$ cat src/sv/i2cm_pkg.sv
// ----------------------------------------------------------------------------
// i2cm_pkg
// Shared types and codes for the I2C master transfer sequencer.
// ----------------------------------------------------------------------------
package i2cm_pkg;

  localparam int BUFFER_DEPTH_DEF = 16;

  localparam logic [1:0] CMD_LOAD  = 2'd0;
  localparam logic [1:0] CMD_START = 2'd1;
  localparam logic [1:0] CMD_EVENT = 2'd2;

  localparam logic [1:0] STATUS_READY = 2'd0;
  localparam logic [1:0] STATUS_ERROR = 2'd1;
  localparam logic [1:0] STATUS_BUSY  = 2'd2;

  localparam logic [1:0] START_NONE     = 2'd0;
  localparam logic [1:0] START_COND     = 2'd1;
  localparam logic [1:0] START_REPEATED = 2'd2;

  localparam logic [7:0] ADDR_MASK = 8'hFE;
  localparam logic [7:0] READ_BIT  = 8'h01;

  typedef struct packed {
    logic [1:0] command;
    logic [7:0] tx_byte;
    logic [7:0] address_byte;
    logic       is_read;
    logic [7:0] length;
    logic       repeated_start;
    logic       hold_bus;
    logic       arbitration_lost;
    logic       nack_received;
    logic [7:0] rx_byte;
  } cmd_t;

  typedef struct packed {
    logic [1:0] status;
    logic [1:0] start_kind;
    logic       stop_now;
    logic       send_valid;
    logic [7:0] send_byte;
    logic       transmit_mode;
    logic       nack_next;
    logic       rx_valid;
    logic [7:0] rx_data;
    logic [3:0] rx_index;
  } res_t;

endpackage

$ cat src/sv/i2cm_txbuf.sv
// ----------------------------------------------------------------------------
// i2cm_txbuf
// Transmit byte buffer: one write port, one registered read port.
// ----------------------------------------------------------------------------
module i2cm_txbuf #(
  parameter int BUFFER_DEPTH = 16
) (
  input  logic                            clk,
  input  logic                            wr_en,
  input  logic [$clog2(BUFFER_DEPTH)-1:0] wr_addr,
  input  logic [7:0]                      wr_data,
  input  logic [$clog2(BUFFER_DEPTH)-1:0] rd_addr,
  output logic [7:0]                      rd_data
);

  logic [7:0] mem [BUFFER_DEPTH];

  always_ff @(posedge clk) begin
    if (wr_en) begin
      mem[wr_addr] <= wr_data;
    end
  end

  // write-first on an address collision
  always_ff @(posedge clk) begin
    if (wr_en && (wr_addr == rd_addr)) begin
      rd_data <= wr_data;
    end else begin
      rd_data <= mem[rd_addr];
    end
  end

endmodule

$ cat src/sv/i2cm_seq.sv
// ----------------------------------------------------------------------------
// i2cm_seq
// Transfer state and per-word update; reads the buffer one word ahead.
// ----------------------------------------------------------------------------
module i2cm_seq #(
  parameter int BUFFER_DEPTH = 16
) (
  input  logic                            clk,
  input  logic                            rst,
  input  logic                            accept,
  input  i2cm_pkg::cmd_t                  cmd,
  input  logic [7:0]                      buf_rd_data,
  output logic                            buf_wr_en,
  output logic [$clog2(BUFFER_DEPTH)-1:0] buf_wr_addr,
  output logic [7:0]                      buf_wr_data,
  output logic [$clog2(BUFFER_DEPTH)-1:0] buf_rd_addr,
  output i2cm_pkg::res_t                  res
);

  import i2cm_pkg::*;

  localparam int AW = $clog2(BUFFER_DEPTH);
  localparam int CW = $clog2(BUFFER_DEPTH + 1);
  localparam logic [8:0]    LEN_MAX = 9'(BUFFER_DEPTH);
  localparam logic [CW-1:0] PTR_MAX = CW'(BUFFER_DEPTH);

  localparam logic [2:0] PH_READY  = 3'd0;
  localparam logic [2:0] PH_ERROR  = 3'd1;
  localparam logic [2:0] PH_HEADER = 3'd2;
  localparam logic [2:0] PH_DATA   = 3'd3;
  localparam logic [2:0] PH_SENT   = 3'd4;

  logic [2:0]    phase, phase_next;
  logic          master, master_next;
  logic          txdir, txdir_next;
  logic          dir_write, dir_write_next;
  logic          no_ack, no_ack_next;
  logic          hold, hold_next;
  logic [CW-1:0] xfer_len, xfer_len_next;
  logic [CW-1:0] cnt, cnt_next;
  logic [CW-1:0] load_ptr, load_ptr_next;

  logic          busy;
  logic [8:0]    len_ext;
  logic [CW-1:0] cnt_inc;
  logic [CW+3:0] cnt_ext;

  assign busy    = (phase == PH_HEADER) || (phase == PH_DATA) || (phase == PH_SENT);
  assign len_ext = {1'b0, cmd.length};
  assign cnt_inc = cnt + 1'b1;
  assign cnt_ext = {4'b0, cnt};

  always_comb begin
    phase_next     = phase;
    master_next    = master;
    txdir_next     = txdir;
    dir_write_next = dir_write;
    no_ack_next    = no_ack;
    hold_next      = hold;
    xfer_len_next  = xfer_len;
    cnt_next       = cnt;
    load_ptr_next  = load_ptr;
    buf_wr_en      = 1'b0;
    res            = '0;

    if (accept) begin
      case (cmd.command)
        CMD_LOAD: begin
          if (!busy && (load_ptr < PTR_MAX)) begin
            buf_wr_en     = 1'b1;
            load_ptr_next = load_ptr + 1'b1;
          end
        end
        CMD_START: begin
          if (!busy) begin
            load_ptr_next = '0;
            if ((cmd.length == 8'd0) || (len_ext > LEN_MAX)) begin
              phase_next = PH_ERROR;
            end else begin
              xfer_len_next  = len_ext[CW-1:0];
              cnt_next       = '0;
              phase_next     = PH_HEADER;
              dir_write_next = !cmd.is_read;
              hold_next      = cmd.hold_bus;
              txdir_next     = 1'b1;
              master_next    = 1'b1;
              res.send_valid = 1'b1;
              if (cmd.is_read) begin
                res.send_byte  = (cmd.address_byte & ADDR_MASK) | READ_BIT;
                no_ack_next    = 1'b0;
                res.start_kind = cmd.repeated_start ? START_REPEATED : START_COND;
              end else begin
                res.send_byte  = cmd.address_byte & ADDR_MASK;
                res.start_kind = START_COND;
              end
            end
          end
        end
        CMD_EVENT: begin
          if (cmd.arbitration_lost) begin
            master_next  = 1'b0;
            res.stop_now = 1'b1;
            phase_next   = PH_ERROR;
          end else if (master) begin
            if (cmd.nack_received && txdir) begin
              master_next  = 1'b0;
              res.stop_now = 1'b1;
              phase_next   = PH_ERROR;
            end else begin
              if (phase == PH_HEADER) begin
                txdir_next = dir_write;
                phase_next = PH_DATA;
              end
              if (phase_next == PH_DATA) begin
                cnt_next = cnt_inc;
                if (xfer_len <= cnt_inc) begin
                  phase_next = PH_SENT;
                end
                if (txdir_next) begin
                  res.send_valid = 1'b1;
                  res.send_byte  = buf_rd_data;
                end else begin
                  if (cnt_inc == xfer_len) begin
                    no_ack_next = 1'b1;
                  end
                  res.rx_valid = 1'b1;
                  res.rx_data  = cmd.rx_byte;
                  res.rx_index = cnt_ext[3:0];
                end
              end else if (phase == PH_SENT) begin
                phase_next = PH_READY;
                txdir_next = 1'b0;
                if (!hold) begin
                  master_next  = 1'b0;
                  res.stop_now = 1'b1;
                end
              end
            end
          end
        end
        default: begin
        end
      endcase
    end

    case (phase_next)
      PH_READY: res.status = STATUS_READY;
      PH_ERROR: res.status = STATUS_ERROR;
      default:  res.status = STATUS_BUSY;
    endcase
    res.transmit_mode = txdir_next;
    res.nack_next     = no_ack_next;
  end

  assign buf_wr_addr = load_ptr[AW-1:0];
  assign buf_wr_data = cmd.tx_byte;
  assign buf_rd_addr = cnt_next[AW-1:0];

  always_ff @(posedge clk) begin
    if (rst) begin
      phase     <= PH_READY;
      master    <= 1'b0;
      txdir     <= 1'b0;
      dir_write <= 1'b0;
      no_ack    <= 1'b0;
      hold      <= 1'b0;
      xfer_len  <= CW'(1);
      cnt       <= '0;
      load_ptr  <= '0;
    end else begin
      phase     <= phase_next;
      master    <= master_next;
      txdir     <= txdir_next;
      dir_write <= dir_write_next;
      no_ack    <= no_ack_next;
      hold      <= hold_next;
      xfer_len  <= xfer_len_next;
      cnt       <= cnt_next;
      load_ptr  <= load_ptr_next;
    end
  end

endmodule

$ cat src/sv/i2cm_outq.sv
// ----------------------------------------------------------------------------
// i2cm_outq
// Result output register with one skid entry.
// ----------------------------------------------------------------------------
module i2cm_outq (
  input  logic           clk,
  input  logic           rst,
  input  logic           push,
  input  i2cm_pkg::res_t push_word,
  output logic           full,
  output logic           res_valid,
  input  logic           res_stall,
  output i2cm_pkg::res_t res_word
);

  import i2cm_pkg::*;

  logic skid_valid;
  res_t skid_word;
  logic take;

  assign take = res_valid && !res_stall;
  assign full = skid_valid;

  always_ff @(posedge clk) begin
    if (rst) begin
      res_valid  <= 1'b0;
      skid_valid <= 1'b0;
    end else if (push) begin
      if (!res_valid || take) begin
        res_valid <= 1'b1;
      end else begin
        skid_valid <= 1'b1;
      end
    end else if (take) begin
      if (skid_valid) begin
        skid_valid <= 1'b0;
      end else begin
        res_valid <= 1'b0;
      end
    end
  end

  always_ff @(posedge clk) begin
    if (push) begin
      if (!res_valid || take) begin
        res_word <= push_word;
      end else begin
        skid_word <= push_word;
      end
    end else if (take && skid_valid) begin
      res_word <= skid_word;
    end
  end

endmodule

$ cat src/sv/i2c_master_transfer_sequencer.sv
// ----------------------------------------------------------------------------
// i2c_master_transfer_sequencer
// Each result word is registered from its command word, into the output register or the skid entry.
// Throughput: 1 word per cycle while cmd_stall is low; the buffer is read one word ahead.
// cmd_stall rises only when both output and skid entries are full.
// Reset: synchronous, clears transfer state and output; buffer is not cleared.
// ----------------------------------------------------------------------------
module i2c_master_transfer_sequencer #(
  parameter int BUFFER_DEPTH = i2cm_pkg::BUFFER_DEPTH_DEF
) (
  input  logic           clk,
  input  logic           rst,
  input  logic           cmd_valid,
  output logic           cmd_stall,
  input  i2cm_pkg::cmd_t cmd_word,
  output logic           res_valid,
  input  logic           res_stall,
  output i2cm_pkg::res_t res_word
);

  import i2cm_pkg::*;

  localparam int AW = $clog2(BUFFER_DEPTH);

  logic          accept;
  logic          buf_wr_en;
  logic [AW-1:0] buf_wr_addr;
  logic [7:0]    buf_wr_data;
  logic [AW-1:0] buf_rd_addr;
  logic [7:0]    buf_rd_data;
  res_t          seq_res;

  assign accept = cmd_valid && !cmd_stall;

  i2cm_txbuf #(.BUFFER_DEPTH(BUFFER_DEPTH)) u_txbuf (
    .clk     (clk),
    .wr_en   (buf_wr_en),
    .wr_addr (buf_wr_addr),
    .wr_data (buf_wr_data),
    .rd_addr (buf_rd_addr),
    .rd_data (buf_rd_data)
  );

  i2cm_seq #(.BUFFER_DEPTH(BUFFER_DEPTH)) u_seq (
    .clk         (clk),
    .rst         (rst),
    .accept      (accept),
    .cmd         (cmd_word),
    .buf_rd_data (buf_rd_data),
    .buf_wr_en   (buf_wr_en),
    .buf_wr_addr (buf_wr_addr),
    .buf_wr_data (buf_wr_data),
    .buf_rd_addr (buf_rd_addr),
    .res         (seq_res)
  );

  i2cm_outq u_outq (
    .clk       (clk),
    .rst       (rst),
    .push      (accept),
    .push_word (seq_res),
    .full      (cmd_stall),
    .res_valid (res_valid),
    .res_stall (res_stall),
    .res_word  (res_word)
  );

endmodule

$ cat config.mk
export PLATFORM = sky130hd
export DESIGN_NAME = i2c_master_transfer_sequencer
export DESIGN_NICKNAME = d
export VERILOG_FILES = /design/src/sv/i2cm_pkg.sv /design/src/sv/i2cm_txbuf.sv /design/src/sv/i2cm_seq.sv /design/src/sv/i2cm_outq.sv /design/src/sv/i2c_master_transfer_sequencer.sv
export SDC_FILE = /design/constraint.sdc
export NUM_CORES = 1
export LEC_CHECK = 0
export BUFFER_PORTS_ARGS = -buffer_cell sky130_fd_sc_hd__buf_2
export CAP_MARGIN = 30
export CORE_ASPECT_RATIO = 0.9
export CORE_UTILIZATION = 60
export CTS_BUF_LIST = sky130_fd_sc_hd__clkbuf_8 sky130_fd_sc_hd__clkbuf_16
export CTS_CLUSTER_DIAMETER = 120
export DETAILED_ROUTE_END_ITERATION = 8
export PLACE_DENSITY = 0.92
export SYNTH_ARGS = -nofsm -noshare
export SYNTH_HDL_FRONTEND = slang
export SYNTH_SLANG_ARGS = --single-unit
$ cat constraint.sdc
create_clock -name clk -period 9.59 [get_ports clk]
set_clock_uncertainty 0.15 [all_clocks]
set_input_delay 1.918 -clock clk [delete_from_list [all_inputs] [get_ports clk]]
set_output_delay 1.918 -clock clk [all_outputs]
set_load 0.01 [all_outputs]
==> reports/qor.log <==
INFO  status         outcome=complete, no violations
INFO  power          cellPowerDensity=193mW/mm^2
INFO  floorplanning  die_w=131um
INFO  clock_network  clock_insertion_delay_worst_skew=490ps
INFO  clock_network  postCtsHoldBufs=0
INFO  synthesis      synth_top_area_share=62.1%
INFO  sta            timing.setup.tns=0ps
INFO  clock_network  clk_pin_slew_worst_paths=70ps
INFO  synthesis      post_synth.cell_area_avg=16.0um^2
INFO  finish         flow.area_growth_from_synthesis=14.2%
INFO  synthesis      synth.yosys.seq_area_share=68.5%
INFO  worst_hold_path hp-class=flip-flop to flip-flop
INFO  synthesis      syn-cell-area=0.00899mm^2
INFO  synthesis      dominantRegCellSynth=edfxtp_1
INFO  synthesis      synth_enable_flop_cells=186
INFO  floorplanning  die_height=118um
INFO  sta            timing.max_slew.rel_slack=37.2%
INFO  grt            grt_pass1_wl=30.3mm
INFO  sta            timing_max_transition_violations_final=0
INFO  routing        antenna_left=0
INFO  floorplanning  initial_core_util=61.4%
INFO  setup_path     cp_data_arrival_time=4250ps
INFO  clock_network  cts_buffers=21
INFO  synthesis      synth_seq_cells=215
INFO  finish         stdcell_count=852
INFO  floorplanning  core.rowCount=42
INFO  synthesis      synth_top_cell_by_area=edfxtp_1
INFO  routing        drt-total-wl=19.8mm
INFO  placed_design  placement.io_buffers=72
INFO  worst_hold_path worst_hold_path.endpoint=u_seq.cnt[4]
INFO  grt            grt_util_all_layers=26.6%
INFO  setup_path     path_class=input port to flip-flop
INFO  synthesis      synth.top_cells.by_area=edfxtp_1 (62%), mux4_2 (10%), dfxtp_1 (6.5%)
INFO  finish         insertedDiodeCount=0
INFO  setup_path     timing.rr.end=u_txbuf.mem[4][3]
INFO  setup_path     worstSetupStartpointType=input port
INFO  clock_network  clk_root_buffer_cell=clkbuf_16
INFO  sta            tightest_slew=939ps
INFO  setup_path     timing.critical_path.fanout_max=17
INFO  clock_network  number_of_setup_buffers_added_after_cts=0
INFO  synthesis      synth_top_cells_by_count=edfxtp_1 (186), nor2_1 (45), mux4_2 (40), nand2_1 (30), dfxtp_1 (29)
INFO  routing        route.detailed.vias_per_inst=6.32
INFO  synthesis      ys_async_sr_fraction=0%
INFO  grt            vias_in_the_first_global_route=5424
INFO  synthesis      post_synth_inst_count=562
INFO  routing        first_iter_violations=795
INFO  floorplanning  fp.dieArea=0.0155mm^2
INFO  clock_network  clk_path_buf_depth=3
INFO  synthesis      yosysMostFrequentCell=edfxtp_1
INFO  sta            timing_hold_violations_final=0
INFO  synthesis      syn-num-nets=618
INFO  flow_run       drv.max_cap_violation_count=0
INFO  routing        routed-via-count=5382
INFO  floorplanning  ioPinCount=74
INFO  placed_design  placed_cells_incl_taps=814
INFO  power          netSwitchingPower=409uW
INFO  setup_path     critPathRequiredTime=9550ps
INFO  setup_path     worstSetupEndpointType=flip-flop
INFO  worst_hold_path timing.hold.worst.start=u_seq.cnt[4]
INFO  power          switching_share=20.6%
INFO  sta            setup_viol_count_final=0
INFO  clock_network  tritoncts=built
INFO  power          internal_power=1.58mW
INFO  sta            rsz0062_at_grt=false
INFO  sta            fmax=233MHz
INFO  floorplanning  core_area=0.0147mm^2
INFO  routing        route.detailed.wl_per_inst=23.2um
INFO  power          pwr-share-comb=4.8%
INFO  sta            period_minus_slack=4290ps
INFO  placed_design  gp_routability_congestion=0.835
INFO  finish         layout_cell_share_with_drive_strength_beyond_1=27.2%
INFO  sta            fin_worst_hold_slack=343ps
INFO  power          seq_power_share=52.6%
INFO  placed_design  detailedPlacementHpwl=12.8mm
INFO  worst_hold_path hold_path_depth=2
INFO  routing        drt_drc_violations_left=0
INFO  power          power_leakage=3.50nW
INFO  power          power=1.99mW
INFO  grt            grt.overflow.total=0
INFO  grt            grt_start_max_net_pins=33
INFO  power          peakVddDrop=0.149mV
INFO  setup_path     r2r_cells=5
INFO  clock_network  post_cts_resized=0
INFO  setup_path     r2r_setup_slack=6370ps
INFO  setup_path     origin_of_the_critical_flop_to_flop_path=u_outq.full
INFO  power          clock_power_share=42.7%
INFO  clock_network  clock_sink_count=215
INFO  synthesis      ys_types=54
INFO  grt            grt_antenna_before_repair=1
INFO  clock_network  cts_htree_levels=1
INFO  routing        drt_pre_antenna_iters=6
INFO  finish         final_stage_net_count=697
INFO  sta            period_share=44.7%
INFO  finish         fill_cells=864
INFO  synthesis      yosysWarnings=0
## state kept, by name (all words and copies together) (netlist names), named ones only
name              count
u_outq.full           1
u_outq.res_valid      1
u_outq.res_word      29
u_outq.skid_word     29
u_seq.cnt             5
u_seq.dir_write       1
u_seq.hold            1
u_seq.load_ptr        5
u_seq.master          1
u_seq.no_ack          1
u_seq.phase           3
u_seq.txdir           1
u_seq.xfer_len        5
u_txbuf.mem         128
## layer usage
layer | vias up | track usage [%] | share of wire [%]
met1 | 2648 | 36.4 | 39
met3 | 63 | 4.35 | 8.6
li1 | 2341 | - | -
met2 | 328 | 43.6 | 49
met5 | - | 0 | 0.091
met4 | 2 | 8.55 | 3.1
## cell type report
class | instances | area (um^2) | area share (%)
Sequential cell | 215 | 6170 | 60.1
Multi-Input combinational cell | 301 | 2630 | 25.6
Clock buffer | 21 | 526 | 5.12
Timing Repair Buffer | 82 | 455 | 4.43
Tap cell | 198 | 248 | 2.41
Clock inverter | 15 | 174 | 1.69
Inverter | 20 | 75.1 | 0.731
## placed cells by master (no fill, tap or decap), types with 15 or more instances in the layout
| cell type | count |
|---|---|
| nor2_1 | 45 |
| and2_1 | 16 |
| dfxtp_1 | 28 |
| mux4_2 | 40 |
| a21oi_1 | 23 |
| nand2_1 | 30 |
| inv_1 | 22 |
| edfxtp_1 | 186 |
| buf_2 | 72 |
| mux2_2 | 15 |
| clkbuf_16 | 21 |
## logic make-up (layout without fill, tap and decap cells)
family | after synthesis | count (layout) | synth area share (%)
AOI/OAI and AO/OA | 73 | 73 | 5.80
xor gates and xnor gates | 5 | 5 | 0.487
adders and majority gates | 13 | 13 | 1.81
buffers and inverters | 46 | 138 | 2.34
DFF | 215 | 215 | 68.5
muxes | 63 | 63 | 12.8
and+or+nand+nor | 147 | 147 | 8.23
## metrics by stage
step | setup WS, ps | utilization [%] | cell area (um^2)
after global routing | 5190 | 70.0 | 10300
after global placement | 5000 | 65.0 | 9530
final | 5300 | 70.0 | 10300
after detailed placement | 4840 | 65.1 | 9550
after floorplan | 4990 | - | 8990
after CTS | 5240 | 69.9 | 10200
## worst max path at each step
stage | start | slack (ps) | to | depth (start not counted)
after floorplan | cmd_valid | 4990 | u_outq.res_word[0] | 5
after global placement | cmd_valid | 5000 | u_txbuf.mem[4][2] | 6
after detailed placement | cmd_valid | 4840 | u_txbuf.mem[5][3] | 6
after CTS | cmd_valid | 5240 | u_txbuf.mem[5][1] | 6
after global routing | cmd_valid | 5190 | u_txbuf.mem[9][1] | 6
final | cmd_valid | 5300 | u_txbuf.mem[4][3] | 6
## worst max-delay path: stages
cell	delay, ps
buf_2	130
nand2b_1	400
or3_1	540
nor2_1	300
nand2_1	190
nor2_1	760
## power by group through the flow
stage | Sequential [mW] | Combinational, mW | Clock [mW]
finish | 1.04 | 0.0948 | 0.847
global route | 1.05 | 0.104 | 0.889
CTS | 1.04 | 0.0931 | 0.853
detailed placement | 1.06 | 0.0920 | 0
global placement | 1.06 | 0.0866 | 0
floorplan | 1.07 | 0.0435 | 0
No activity file was read; power rests on OpenSTA's default activity.
